`src/rtl/core/kmeans_lloyd_cluster_top_defines.svh`:
```
// Assertion helpers shared by the RTL. Both expect clk and rst_n in scope.
`ifndef KMEANS_LLOYD_CLUSTER_TOP_DEFINES_SVH
`define KMEANS_LLOYD_CLUSTER_TOP_DEFINES_SVH

// same-cycle implication
`define KML_ASSERT_NOW(label, ante, cons, msg) \
    label: assert property (@(posedge clk) disable iff (!rst_n) (ante) |-> (cons)) \
        else $error(msg);

// next-cycle implication
`define KML_ASSERT_NEXT(label, ante, cons, msg) \
    label: assert property (@(posedge clk) disable iff (!rst_n) (ante) |=> (cons)) \
        else $error(msg);

`endif

```
`src/rtl/core/kml_pkg.sv`:
```
`default_nettype none

package kml_pkg;

    localparam int CFG_W     = 48;
    localparam int CFG_IDX_W = 3;

    localparam logic [1:0] MODE_LOAD = 2'd0;
    localparam logic [1:0] MODE_PICK = 2'd1;
    localparam logic [1:0] MODE_RUN  = 2'd2;

    localparam logic [CFG_IDX_W-1:0] CFG_NUM_CLUSTERS = 3'd0;
    localparam logic [CFG_IDX_W-1:0] CFG_DIMENSION    = 3'd1;
    localparam logic [CFG_IDX_W-1:0] CFG_NUM_POINTS   = 3'd2;
    localparam logic [CFG_IDX_W-1:0] CFG_MAX_ITER     = 3'd3;
    localparam logic [CFG_IDX_W-1:0] CFG_EPSILON_SQ   = 3'd4;

    localparam logic [3:0]  RST_NUM_CLUSTERS = 4'd1;
    localparam logic [3:0]  RST_DIMENSION    = 4'd1;
    localparam logic [12:0] RST_NUM_POINTS   = 13'd1;
    localparam logic [15:0] RST_MAX_ITER     = 16'd300;
    localparam logic [47:0] RST_EPSILON_SQ   = 48'd4295;

    typedef struct packed {
        logic [1:0]         mode;
        logic [11:0]        point_index;
        logic [2:0]         coord_index;
        logic signed [31:0] coord_value;
        logic [2:0]         cluster_index;
    } in_item_t;

    typedef struct packed {
        logic [2:0]         out_cluster;
        logic [2:0]         out_coord;
        logic signed [31:0] centroid_value;
        logic               converged;
        logic               last;
    } out_item_t;

    typedef enum logic [4:0] {
        ST_IDLE,
        ST_CP_RD,
        ST_CP_WR,
        ST_CLR,
        ST_A_RD,
        ST_A_DIFF,
        ST_A_MUL,
        ST_A_ACC,
        ST_A_BEST,
        ST_S_RD,
        ST_S_WR,
        ST_U_CHK,
        ST_U_RD,
        ST_U_DIV,
        ST_U_WAIT,
        ST_U_DIFF,
        ST_U_MUL,
        ST_U_ACC,
        ST_U_MOVE,
        ST_U_NEXT,
        ST_R_END,
        ST_E_RD,
        ST_E_LOAD,
        ST_E_WAIT
    } ctrl_state_t;

    typedef enum logic [4:0] {
        OP_NOP,
        OP_LOAD,
        OP_RUN,
        OP_CP_RD,
        OP_CP_WR,
        OP_CLR,
        OP_A_RD,
        OP_A_DIFF,
        OP_A_MUL,
        OP_A_ACC,
        OP_A_BEST,
        OP_S_RD,
        OP_S_WR,
        OP_U_CHK,
        OP_U_RD,
        OP_U_DIV,
        OP_U_DIFF,
        OP_U_MUL,
        OP_U_ACC,
        OP_U_MOVE,
        OP_R_END,
        OP_E_RD,
        OP_E_LOAD
    } dp_op_t;

    typedef struct packed {
        dp_op_t op;
        logic   last;
    } dp_cmd_t;

    typedef struct packed {
        logic div_busy;
        logic cnt_zero;
        logic moved;
        logic out_fire;
    } dp_stat_t;

endpackage

`default_nettype wire

```
`src/rtl/core/kml_ctrl.sv`:
```
`default_nettype none

module kml_ctrl #(
    parameter int MAX_POINTS   = 4096,
    parameter int MAX_CLUSTERS = 8,
    parameter int MAX_DIM      = 8,
    localparam int P_W = (MAX_POINTS > 1) ? $clog2(MAX_POINTS) : 1,
    localparam int C_W = (MAX_CLUSTERS > 1) ? $clog2(MAX_CLUSTERS) : 1,
    localparam int J_W = (MAX_DIM > 1) ? $clog2(MAX_DIM) : 1
) (
    input  logic                           clk,
    input  logic                           rst_n,
    input  logic                           in_valid,
    output logic                           in_stall,
    input  kml_pkg::in_item_t              in_item,
    input  logic                           cfg_we,
    input  logic [kml_pkg::CFG_IDX_W-1:0]  cfg_index,
    input  logic [kml_pkg::CFG_W-1:0]      cfg_data,
    input  kml_pkg::dp_stat_t              stat,
    output kml_pkg::dp_cmd_t               cmd,
    output logic [P_W-1:0]                 p_idx,
    output logic [C_W-1:0]                 c_idx,
    output logic [J_W-1:0]                 j_idx,
    output logic [47:0]                    eps
);

    import kml_pkg::*;

    ctrl_state_t    state_reg, state_next;
    logic [P_W-1:0] p_reg, p_next;
    logic [C_W-1:0] c_reg, c_next;
    logic [J_W-1:0] j_reg, j_next;
    logic [15:0]    it_reg, it_next;

    logic [3:0]     nclu_reg;
    logic [3:0]     dim_reg;
    logic [12:0]    npts_reg;
    logic [15:0]    maxit_reg;
    logic [47:0]    eps_reg;

    logic [C_W-1:0] k_last;
    logic [J_W-1:0] d_last;
    logic [P_W-1:0] n_last;
    logic           load_ok, pick_ok;
    logic           j_end, c_end, at_end;

    always_ff @(posedge clk or negedge rst_n)
    begin
        if (!rst_n)
        begin
            nclu_reg  <= RST_NUM_CLUSTERS;
            dim_reg   <= RST_DIMENSION;
            npts_reg  <= RST_NUM_POINTS;
            maxit_reg <= RST_MAX_ITER;
            eps_reg   <= RST_EPSILON_SQ;
        end
        else if (cfg_we)
        begin
            case (cfg_index)
                CFG_NUM_CLUSTERS: nclu_reg  <= cfg_data[3:0];
                CFG_DIMENSION:    dim_reg   <= cfg_data[3:0];
                CFG_NUM_POINTS:   npts_reg  <= cfg_data[12:0];
                CFG_MAX_ITER:     maxit_reg <= cfg_data[15:0];
                CFG_EPSILON_SQ:   eps_reg   <= cfg_data[47:0];
                default:          ;
            endcase
        end
    end

    // loop bounds, saturated into the supported range
    always_comb
    begin
        if (nclu_reg == '0)
            k_last = '0;
        else if (32'(nclu_reg) > MAX_CLUSTERS)
            k_last = C_W'(MAX_CLUSTERS - 1);
        else
            k_last = C_W'(nclu_reg - 4'd1);

        if (dim_reg == '0)
            d_last = '0;
        else if (32'(dim_reg) > MAX_DIM)
            d_last = J_W'(MAX_DIM - 1);
        else
            d_last = J_W'(dim_reg - 4'd1);

        if (npts_reg == '0)
            n_last = '0;
        else if (32'(npts_reg) > MAX_POINTS)
            n_last = P_W'(MAX_POINTS - 1);
        else
            n_last = P_W'(npts_reg - 13'd1);

        load_ok = (32'(in_item.point_index) < MAX_POINTS)
                  && (32'(in_item.coord_index) < MAX_DIM);
        pick_ok = (32'(in_item.point_index) < MAX_POINTS)
                  && (32'(in_item.cluster_index) < MAX_CLUSTERS);
        j_end   = (j_reg == d_last);
        c_end   = (c_reg == k_last);
        at_end  = j_end && c_end;
    end

    always_ff @(posedge clk or negedge rst_n)
    begin
        if (!rst_n)
        begin
            state_reg <= ST_IDLE;
            p_reg     <= '0;
            c_reg     <= '0;
            j_reg     <= '0;
            it_reg    <= '0;
        end
        else
        begin
            state_reg <= state_next;
            p_reg     <= p_next;
            c_reg     <= c_next;
            j_reg     <= j_next;
            it_reg    <= it_next;
        end
    end

    // next state
    always_comb
    begin
        state_next = state_reg;
        p_next     = p_reg;
        c_next     = c_reg;
        j_next     = j_reg;
        it_next    = it_reg;
        case (state_reg)
            ST_IDLE:
            begin
                if (in_valid)
                begin
                    case (in_item.mode)
                        MODE_PICK:
                        begin
                            if (pick_ok)
                            begin
                                p_next     = P_W'(in_item.point_index);
                                c_next     = C_W'(in_item.cluster_index);
                                j_next     = '0;
                                state_next = ST_CP_RD;
                            end
                        end
                        MODE_RUN:
                        begin
                            p_next     = '0;
                            c_next     = '0;
                            j_next     = '0;
                            it_next    = '0;
                            state_next = (maxit_reg == '0) ? ST_E_RD : ST_CLR;
                        end
                        default: ;
                    endcase
                end
            end
            ST_CP_RD: state_next = ST_CP_WR;
            ST_CP_WR:
            begin
                if (j_reg == J_W'(MAX_DIM - 1))
                begin
                    j_next     = '0;
                    c_next     = '0;
                    p_next     = '0;
                    state_next = ST_IDLE;
                end
                else
                begin
                    j_next     = j_reg + 1'b1;
                    state_next = ST_CP_RD;
                end
            end
            ST_CLR:
            begin
                if (j_reg == J_W'(MAX_DIM - 1))
                begin
                    j_next = '0;
                    if (c_reg == C_W'(MAX_CLUSTERS - 1))
                    begin
                        c_next     = '0;
                        p_next     = '0;
                        state_next = ST_A_RD;
                    end
                    else
                    begin
                        c_next = c_reg + 1'b1;
                    end
                end
                else
                begin
                    j_next = j_reg + 1'b1;
                end
            end
            ST_A_RD:   state_next = ST_A_DIFF;
            ST_A_DIFF: state_next = ST_A_MUL;
            ST_A_MUL:  state_next = ST_A_ACC;
            ST_A_ACC:
            begin
                if (j_end)
                begin
                    j_next     = '0;
                    state_next = ST_A_BEST;
                end
                else
                begin
                    j_next     = j_reg + 1'b1;
                    state_next = ST_A_RD;
                end
            end
            ST_A_BEST:
            begin
                if (c_end)
                begin
                    c_next     = '0;
                    state_next = ST_S_RD;
                end
                else
                begin
                    c_next     = c_reg + 1'b1;
                    state_next = ST_A_RD;
                end
            end
            ST_S_RD: state_next = ST_S_WR;
            ST_S_WR:
            begin
                if (j_end)
                begin
                    j_next = '0;
                    if (p_reg == n_last)
                    begin
                        p_next     = '0;
                        state_next = ST_U_CHK;
                    end
                    else
                    begin
                        p_next     = p_reg + 1'b1;
                        state_next = ST_A_RD;
                    end
                end
                else
                begin
                    j_next     = j_reg + 1'b1;
                    state_next = ST_S_RD;
                end
            end
            ST_U_CHK:  state_next = stat.cnt_zero ? ST_U_NEXT : ST_U_RD;
            ST_U_RD:   state_next = ST_U_DIV;
            ST_U_DIV:  state_next = ST_U_WAIT;
            ST_U_WAIT: state_next = stat.div_busy ? ST_U_WAIT : ST_U_DIFF;
            ST_U_DIFF: state_next = ST_U_MUL;
            ST_U_MUL:  state_next = ST_U_ACC;
            ST_U_ACC:
            begin
                if (j_end)
                begin
                    j_next     = '0;
                    state_next = ST_U_MOVE;
                end
                else
                begin
                    j_next     = j_reg + 1'b1;
                    state_next = ST_U_RD;
                end
            end
            ST_U_MOVE: state_next = ST_U_NEXT;
            ST_U_NEXT:
            begin
                if (c_end)
                begin
                    c_next     = '0;
                    state_next = ST_R_END;
                end
                else
                begin
                    c_next     = c_reg + 1'b1;
                    state_next = ST_U_CHK;
                end
            end
            ST_R_END:
            begin
                if (!stat.moved || it_reg == maxit_reg - 16'd1)
                begin
                    state_next = ST_E_RD;
                end
                else
                begin
                    it_next    = it_reg + 16'd1;
                    state_next = ST_CLR;
                end
            end
            ST_E_RD:   state_next = ST_E_LOAD;
            ST_E_LOAD: state_next = ST_E_WAIT;
            ST_E_WAIT:
            begin
                if (stat.out_fire)
                begin
                    if (at_end)
                    begin
                        c_next     = '0;
                        j_next     = '0;
                        state_next = ST_IDLE;
                    end
                    else if (j_end)
                    begin
                        j_next     = '0;
                        c_next     = c_reg + 1'b1;
                        state_next = ST_E_RD;
                    end
                    else
                    begin
                        j_next     = j_reg + 1'b1;
                        state_next = ST_E_RD;
                    end
                end
            end
            default: state_next = ST_IDLE;
        endcase
    end

    // commands to the datapath
    always_comb
    begin
        cmd.op   = OP_NOP;
        cmd.last = 1'b0;
        case (state_reg)
            ST_IDLE:
            begin
                if (in_valid && in_item.mode == MODE_LOAD && load_ok)
                    cmd.op = OP_LOAD;
                else if (in_valid && in_item.mode == MODE_RUN)
                    cmd.op = OP_RUN;
            end
            ST_CP_RD:  cmd.op = OP_CP_RD;
            ST_CP_WR:  cmd.op = OP_CP_WR;
            ST_CLR:    cmd.op = OP_CLR;
            ST_A_RD:   cmd.op = OP_A_RD;
            ST_A_DIFF: cmd.op = OP_A_DIFF;
            ST_A_MUL:  cmd.op = OP_A_MUL;
            ST_A_ACC:  cmd.op = OP_A_ACC;
            ST_A_BEST: cmd.op = OP_A_BEST;
            ST_S_RD:   cmd.op = OP_S_RD;
            ST_S_WR:   cmd.op = OP_S_WR;
            ST_U_CHK:  cmd.op = OP_U_CHK;
            ST_U_RD:   cmd.op = OP_U_RD;
            ST_U_DIV:  cmd.op = OP_U_DIV;
            ST_U_DIFF: cmd.op = OP_U_DIFF;
            ST_U_MUL:  cmd.op = OP_U_MUL;
            ST_U_ACC:  cmd.op = OP_U_ACC;
            ST_U_MOVE: cmd.op = OP_U_MOVE;
            ST_R_END:  cmd.op = OP_R_END;
            ST_E_RD:   cmd.op = OP_E_RD;
            ST_E_LOAD:
            begin
                cmd.op   = OP_E_LOAD;
                cmd.last = at_end;
            end
            default:   cmd.op = OP_NOP;
        endcase
        in_stall = (state_reg != ST_IDLE);
    end

    assign p_idx = p_reg;
    assign c_idx = c_reg;
    assign j_idx = j_reg;
    assign eps   = eps_reg;

endmodule

`default_nettype wire

```
`config.mk`:
```
export PLATFORM = sky130hd
export DESIGN_NAME = kml_ctrl
export DESIGN_NICKNAME = d
export VERILOG_FILES = /design/src/rtl/core/kmeans_lloyd_cluster_top_defines.svh /design/src/rtl/core/kml_pkg.sv /design/src/rtl/core/kml_ctrl.sv
export SDC_FILE = /design/constraint.sdc
export NUM_CORES = 1
export LEC_CHECK = 0
export BUFFER_PORTS_ARGS = -buffer_cell sky130_fd_sc_hd__buf_2
export CAP_MARGIN = 0
export CORE_MARGIN = 3
export CORE_UTILIZATION = 25
export CTS_CLUSTER_DIAMETER = 150
export CTS_CLUSTER_SIZE = 25
export DETAILED_ROUTE_END_ITERATION = 8
export GPL_ROUTABILITY_DRIVEN = 0
export SLEW_MARGIN = 20
export SYNTH_ARGS = -nofsm -noshare
export SYNTH_HDL_FRONTEND = slang
export SYNTH_SLANG_ARGS = --single-unit
```
`constraint.sdc`:
```
create_clock -name clk -period 6 [get_ports clk]
set_input_delay 0.3 -clock clk [delete_from_list [all_inputs] [get_ports clk]]
set_output_delay 0.3 -clock clk [all_outputs]
set_load 0.005 [all_outputs]
```
* Word-level counts from Yosys, hierarchy flattened
Cells that the tools add are included.
** Cells by class
- Add/sub/neg operators :: 8
- $lt $le $gt $ge :: 3
- Equal/unequal tests :: 46
- Mux-type cells :: 57
- Reduce and logical (&&, ||, !) cells :: 31
** Operators with widths (count)
- $pmux 5 s24 :: 1
- $pmux 5 s21 :: 1
- $mux 12 :: 8
- $mux 5 :: 11
- $mux 3 :: 18
- $mux 16 :: 3
- $pmux 12 s4 :: 1
- $eq 5x4->1 const B :: 8
- $eq 5x5->1 const B :: 8
- $pmux 16 s2 :: 1
- $pmux 12 s2 :: 1
- $eq 5x3->1 const B :: 4
- $ne 2x2->1 const B :: 9
- $add 16x1->16 const B :: 1
- $eq 16x16->1 :: 1
- $logic_not 16->1 :: 1
- $sub 16x1->16 const B :: 1
- $pmux 3 s5 :: 1
- $reduce_and 7->1 :: 2
- $gt 13x13->1 const B :: 1
- $logic_not 13->1 :: 1
- $add 12x1->12 const B :: 1
- $eq 12x12->1 :: 1
- $mux 4 :: 3
- 34 further kinds :: 57
** Storage, ports and cells
- Flip-flop bits (word level) :: 124
- Input port bits :: 111
- Output and inout bits :: 73
- Word-level logic and storage cells :: 155

* Depth between registers and ports, before layout
- Depth in word-level cells :: 8
- Depth in mapped cells :: 12
- Depth with buffers taken out :: 10

* Least setup slack after synthesis
Ideal clock, no wire load.
- Path type :: register -> register
- Start :: reg npts_reg[1]
- End :: reg p_reg[3] (netlist: p_idx[3])
- Library setup time :: 0.135 ns
- Arrival time :: 2.805 ns
- Required time :: 5.865 ns
- Setup slack :: 3.061 ns
- Stages on the path, launching flop included :: 13
- Buffers on the path :: 2
- Clock period less this slack :: 2.939 ns
- Cell sequence :: dfrtp_1 -> inv_1 -> ha_1 -> or4b_1 -> clkbuf_1 -> o21ai_1 -> a21oi_1 -> or4_1 -> nor4_1 -> nand4_2 -> buf_4 -> a31oi_1 -> o22ai_1
** Between the ends
- Cells in the longest elaborated chain, start to end :: 7
- Elaborated cells between the ends (all ways) :: 9
- Classes of those cells :: 1 x add/sub; 1 x order compare; 1 x eq/ne; 5 x mux; 1 x reduce/logical
** Ends and longest elaborated chain
- from (decl) :: line kml_ctrl.sv:37 : logic [12:0] npts_reg;
- from (signal assigned) :: line kml_ctrl.sv:62 : CFG_NUM_POINTS: npts_reg <= cfg_data[12:0];
- $sub 12x1->12 or $gt 13x13->1 (tied branches) :: line kml_ctrl.sv:92, kml_ctrl.sv:89
- $mux 12 :: line kml_ctrl.sv:89 : else if (32'(npts_reg) > MAX_POINTS)
- $mux 12 (*) :: line kml_ctrl.sv:87 : if (npts_reg == '0)
- $eq 12x12->1 (*) :: line kml_ctrl.sv:231 : if (p_reg == n_last)
- $mux 12 (*) :: line kml_ctrl.sv:231
- $mux 12 (*) :: line kml_ctrl.sv:228 : if (j_end)
- $pmux 12 s4 (*) :: line kml_ctrl.sv:131 : case (state_reg)
- to (signal assigned) :: line kml_ctrl.sv:116 : p_reg <= p_next;
- to (decl) :: line kml_ctrl.sv:30 : logic [P_W-1:0] p_reg, p_next;
Mark *: on every way between the ends. The rest lies on a longest branch, timed or not. The select of a mux whose other input is x is not followed.
A chain may end at the register's enable or synchronous reset.

* Worst setup path after layout
- Start :: reg npts_reg[1]
- End :: reg p_reg[2] (netlist: p_idx[2])
Same word-level chain as after synthesis.

==> flow_summary.json <==
{
  "cts.sinks": 124,
  "rr_worst_depth": 10,
  "post_cts_buffers": 0,
  "cp.arrival_ps": 4160,
  "cp_max_fo": 22,
  "final_nets": 1077,
  "cts_tree": "yes",
  "num_vias": 6997,
  "antenna_left": 0,
  "drcViolationCount": 0,
  "yosys.area.top_type": "dfrtp_1",
  "drtIter0Drc": 686,
  "largest_reg_flops": 48,
  "port_buffers": 148,
  "synth_cell_type_count": 73,
  "dpl.hpwl_um": 17200,
  "p_per_area_mw_per_mm2": 384,
  "endpoint_kind": "flop",
  "yosysTopAreaCellShare_pct": 35.8,
  "die_h_um": 182,
  "start_kind": "flop",
  "synth_xor_area_share_pct": 4.07,
  "yosysMostFrequentCell": "dfrtp_1",
  "drive_above_1_share_pct": 31.0,
  "grt_pass1_wl_um": 37600,
  "clock_latency_ps": 420,
  "slew_headroom_pct": 31.7,
  "worstSetupPathType": "flop to flop",
  "grt_max_degree": 53,
  "p_leak_uw": 0.00397,
  "syn-num-nets": 944,
  "yosys-top-cells-area": "dfrtp_1, mux2_2, dfstp_2",
  "clockBufferDepth": 2,
  "timing.fmax_mhz": 257,
  "final_area_mm2": 0.00944,
  "skew_ps": 8.67,
  "whs_path_depth": 2,
  "fin_ws_ps": 2110,
  "placedCellCount": 1324,
  "grt_pass1_vias": 6920,
  "report.final.slew_viol_count": 0,
  "dr.pass1.iters": 5,
  "rows": 63,
  "area_growth_pct": 21.7,
  "rsz0062_at_grt": "no",
  "antenna_cells": 0,
  "synth_top_family_by_area": "simple AND/OR/NAND/NOR gates",
  "peakVddDrop_v": 0.000159,
  "finalSetupTns_ps": 0,
  "syn-instance-count": 821,
  "outcome": "finished, final reports clean",
  "cts_resized": 0,
  "grt-ovfl-total": 0,
  "synthMuxAreaShare_pct": 11.9,
  "worstMarginPinSlew_ps": 1020,
  "synth-main-ff-cell": "dfrtp_1",
  "fp.dieW_um": 182,
  "root_buffer": "clkbuf_16",
  "whs_ps": 111,
  "dieArea_mm2": 0.0332,
  "core_area_mm2": 0.0301,
  "setup_viol_count_final": 0,
  "ioPinCount": 184,
  "path_clk_slew_ps": 60,
  "yosys_warnings": 0,
  "synth-compound-area-share_pct": 16.6,
  "ys_seq_elements": 124,
  "final_cells": 1357,
  "synth_area_mm2": 0.00775,
  "wl_um": 23200,
  "fin_crit_ps": 3890,
  "finalHoldViolCount": 0,
  "start_util_pct": 25.8,
  "synthAdderAreaFrac_pct": 2.19,
  "synth.avg_cell_area_um2": 9.45,
  "period_share_pct": 64.8,
  "cts_max_level": 4,
  "hp-class": "primary input to flop",
  "yosys.area_share.simple_pct": 20.8,
  "yosysSeqAreaShare_pct": 40.2,
  "pre_cts_ws_ps": 2190,
  "cp.required_ps": 6270,
  "numCtsBuffers": 17,
  "hold_buffers": 1,
  "vias_per_cell": 5.16,
  "place_area_mm2": 0.00887,
  "antenna_found_initial": 0,
  "async_flop_share_pct": 100,
  "drt-wirelength-per-cell_um": 17.1,
  "grt.total_usage_pct": 13.9,
  "drv_cap": 0,
  "synth_common_cells": "dfrtp_1, mux2_2, nor2_1",
  "synth_edf_count": 0
}
==> where the power goes <==
part / switching, uW / internal [uW]
combinational: 724 / 597
clock: 396 / 570
sequential: 289 / 1050
total: 1410 / 2210
==> layout make-up <==
cell class              instances  area, um2
multi-input cells             617       4330
repair buffers                156        806
flip-flops and latches        124       3120
clock inverters                10       66.3
inverters                      38        143
well taps                     390        488
clock buffers                  22        484
fillers                      3220      20700
==> per-stage QoR <==
step / power [uW] / utilization [%]
after floorplan: 2190 / -
after global placement: 2630 / 29.5
after detailed placement: 2660 / 29.5
after CTS: 3650 / 31.3
after global routing: 3900 / 31.3
final: 3620 / 31.3
==> kinds of logic after synthesis <==
group | count (synthesis)
XOR/XNOR | 36
buffers and inverters | 80
flip-flops | 124
multiplexers | 83
adder cells (fa/ha/maj) | 14
AND/OR/NAND/NOR | 297
AO/OA/AOI/OAI | 187
==> layout by cell type, fill, tap and decap left out, types with 8 or more instances in the layout <==
cell and instances:
buf_4 8, xor2_1 22, inv_1 38, ha_1 12, a21oi_1 25, nor2_1 69
nand3_1 22, dfstp_2 13, nand2_1 61, or2_2 9, nand2b_1 15, dfrtp_1 111
or4_1 9, or3_1 17, a32oi_1 14, o31ai_1 11, clkbuf_16 17, a31oi_1 21
nor3_1 20, nor2b_1 8, xnor2_1 14, nor4_1 15, mux2_2 75, buf_2 147
o22ai_1 15, mux2i_1 8, o21ai_0 36
==> routing by layer <==
| metal | routed length [um] | part of all wire, % | up-vias | GRT usage [%] |
|---|---|---|---|---|
| met2 | 10400 | 45 | 245 | 21.4 |
| met3 | 1480 | 6.4 | 32 | 3.63 |
| met4 | 529 | 2.3 | 0 | 4.88 |
| met1 | 10700 | 46 | 3399 | 18.9 |
| li1 | - | - | 3321 | - |
| met5 | 0 | 0 | - | 0 |
==> critical path: stages, from the launching register on <==
cell and delay (ps):
dfrtp_1 400, inv_1 80, ha_1 220, or4b_1 660
or3_4 480, nor4_2 290, nor4_1 130, nor4_2 330
nand4_2 570, a41oi_1 450, o22ai_1 100
==> path summary, 6_finish.rpt <==
path                                          from                   end  slack, ps
setup / recovery           npts_reg[1]$_DFFE_PN0P_  p_idx[2]$_DFFE_PN0P_       2110
hold / removal                        cfg_data[24]   eps[24]$_DFFE_PN0P_        110
setup reg to reg           npts_reg[1]$_DFFE_PN0P_  p_idx[2]$_DFFE_PN0P_       2110
hold reg to reg                eps[46]$_DFFE_PN0P_   eps[46]$_DFFE_PN0P_        500
max in group asynchronous                    rst_n  p_idx[1]$_DFFE_PN0P_       4560
min in group asynchronous                    rst_n    eps[5]$_DFFE_PN0P_        380
Note: power is estimated with default switching activity, not from simulation.
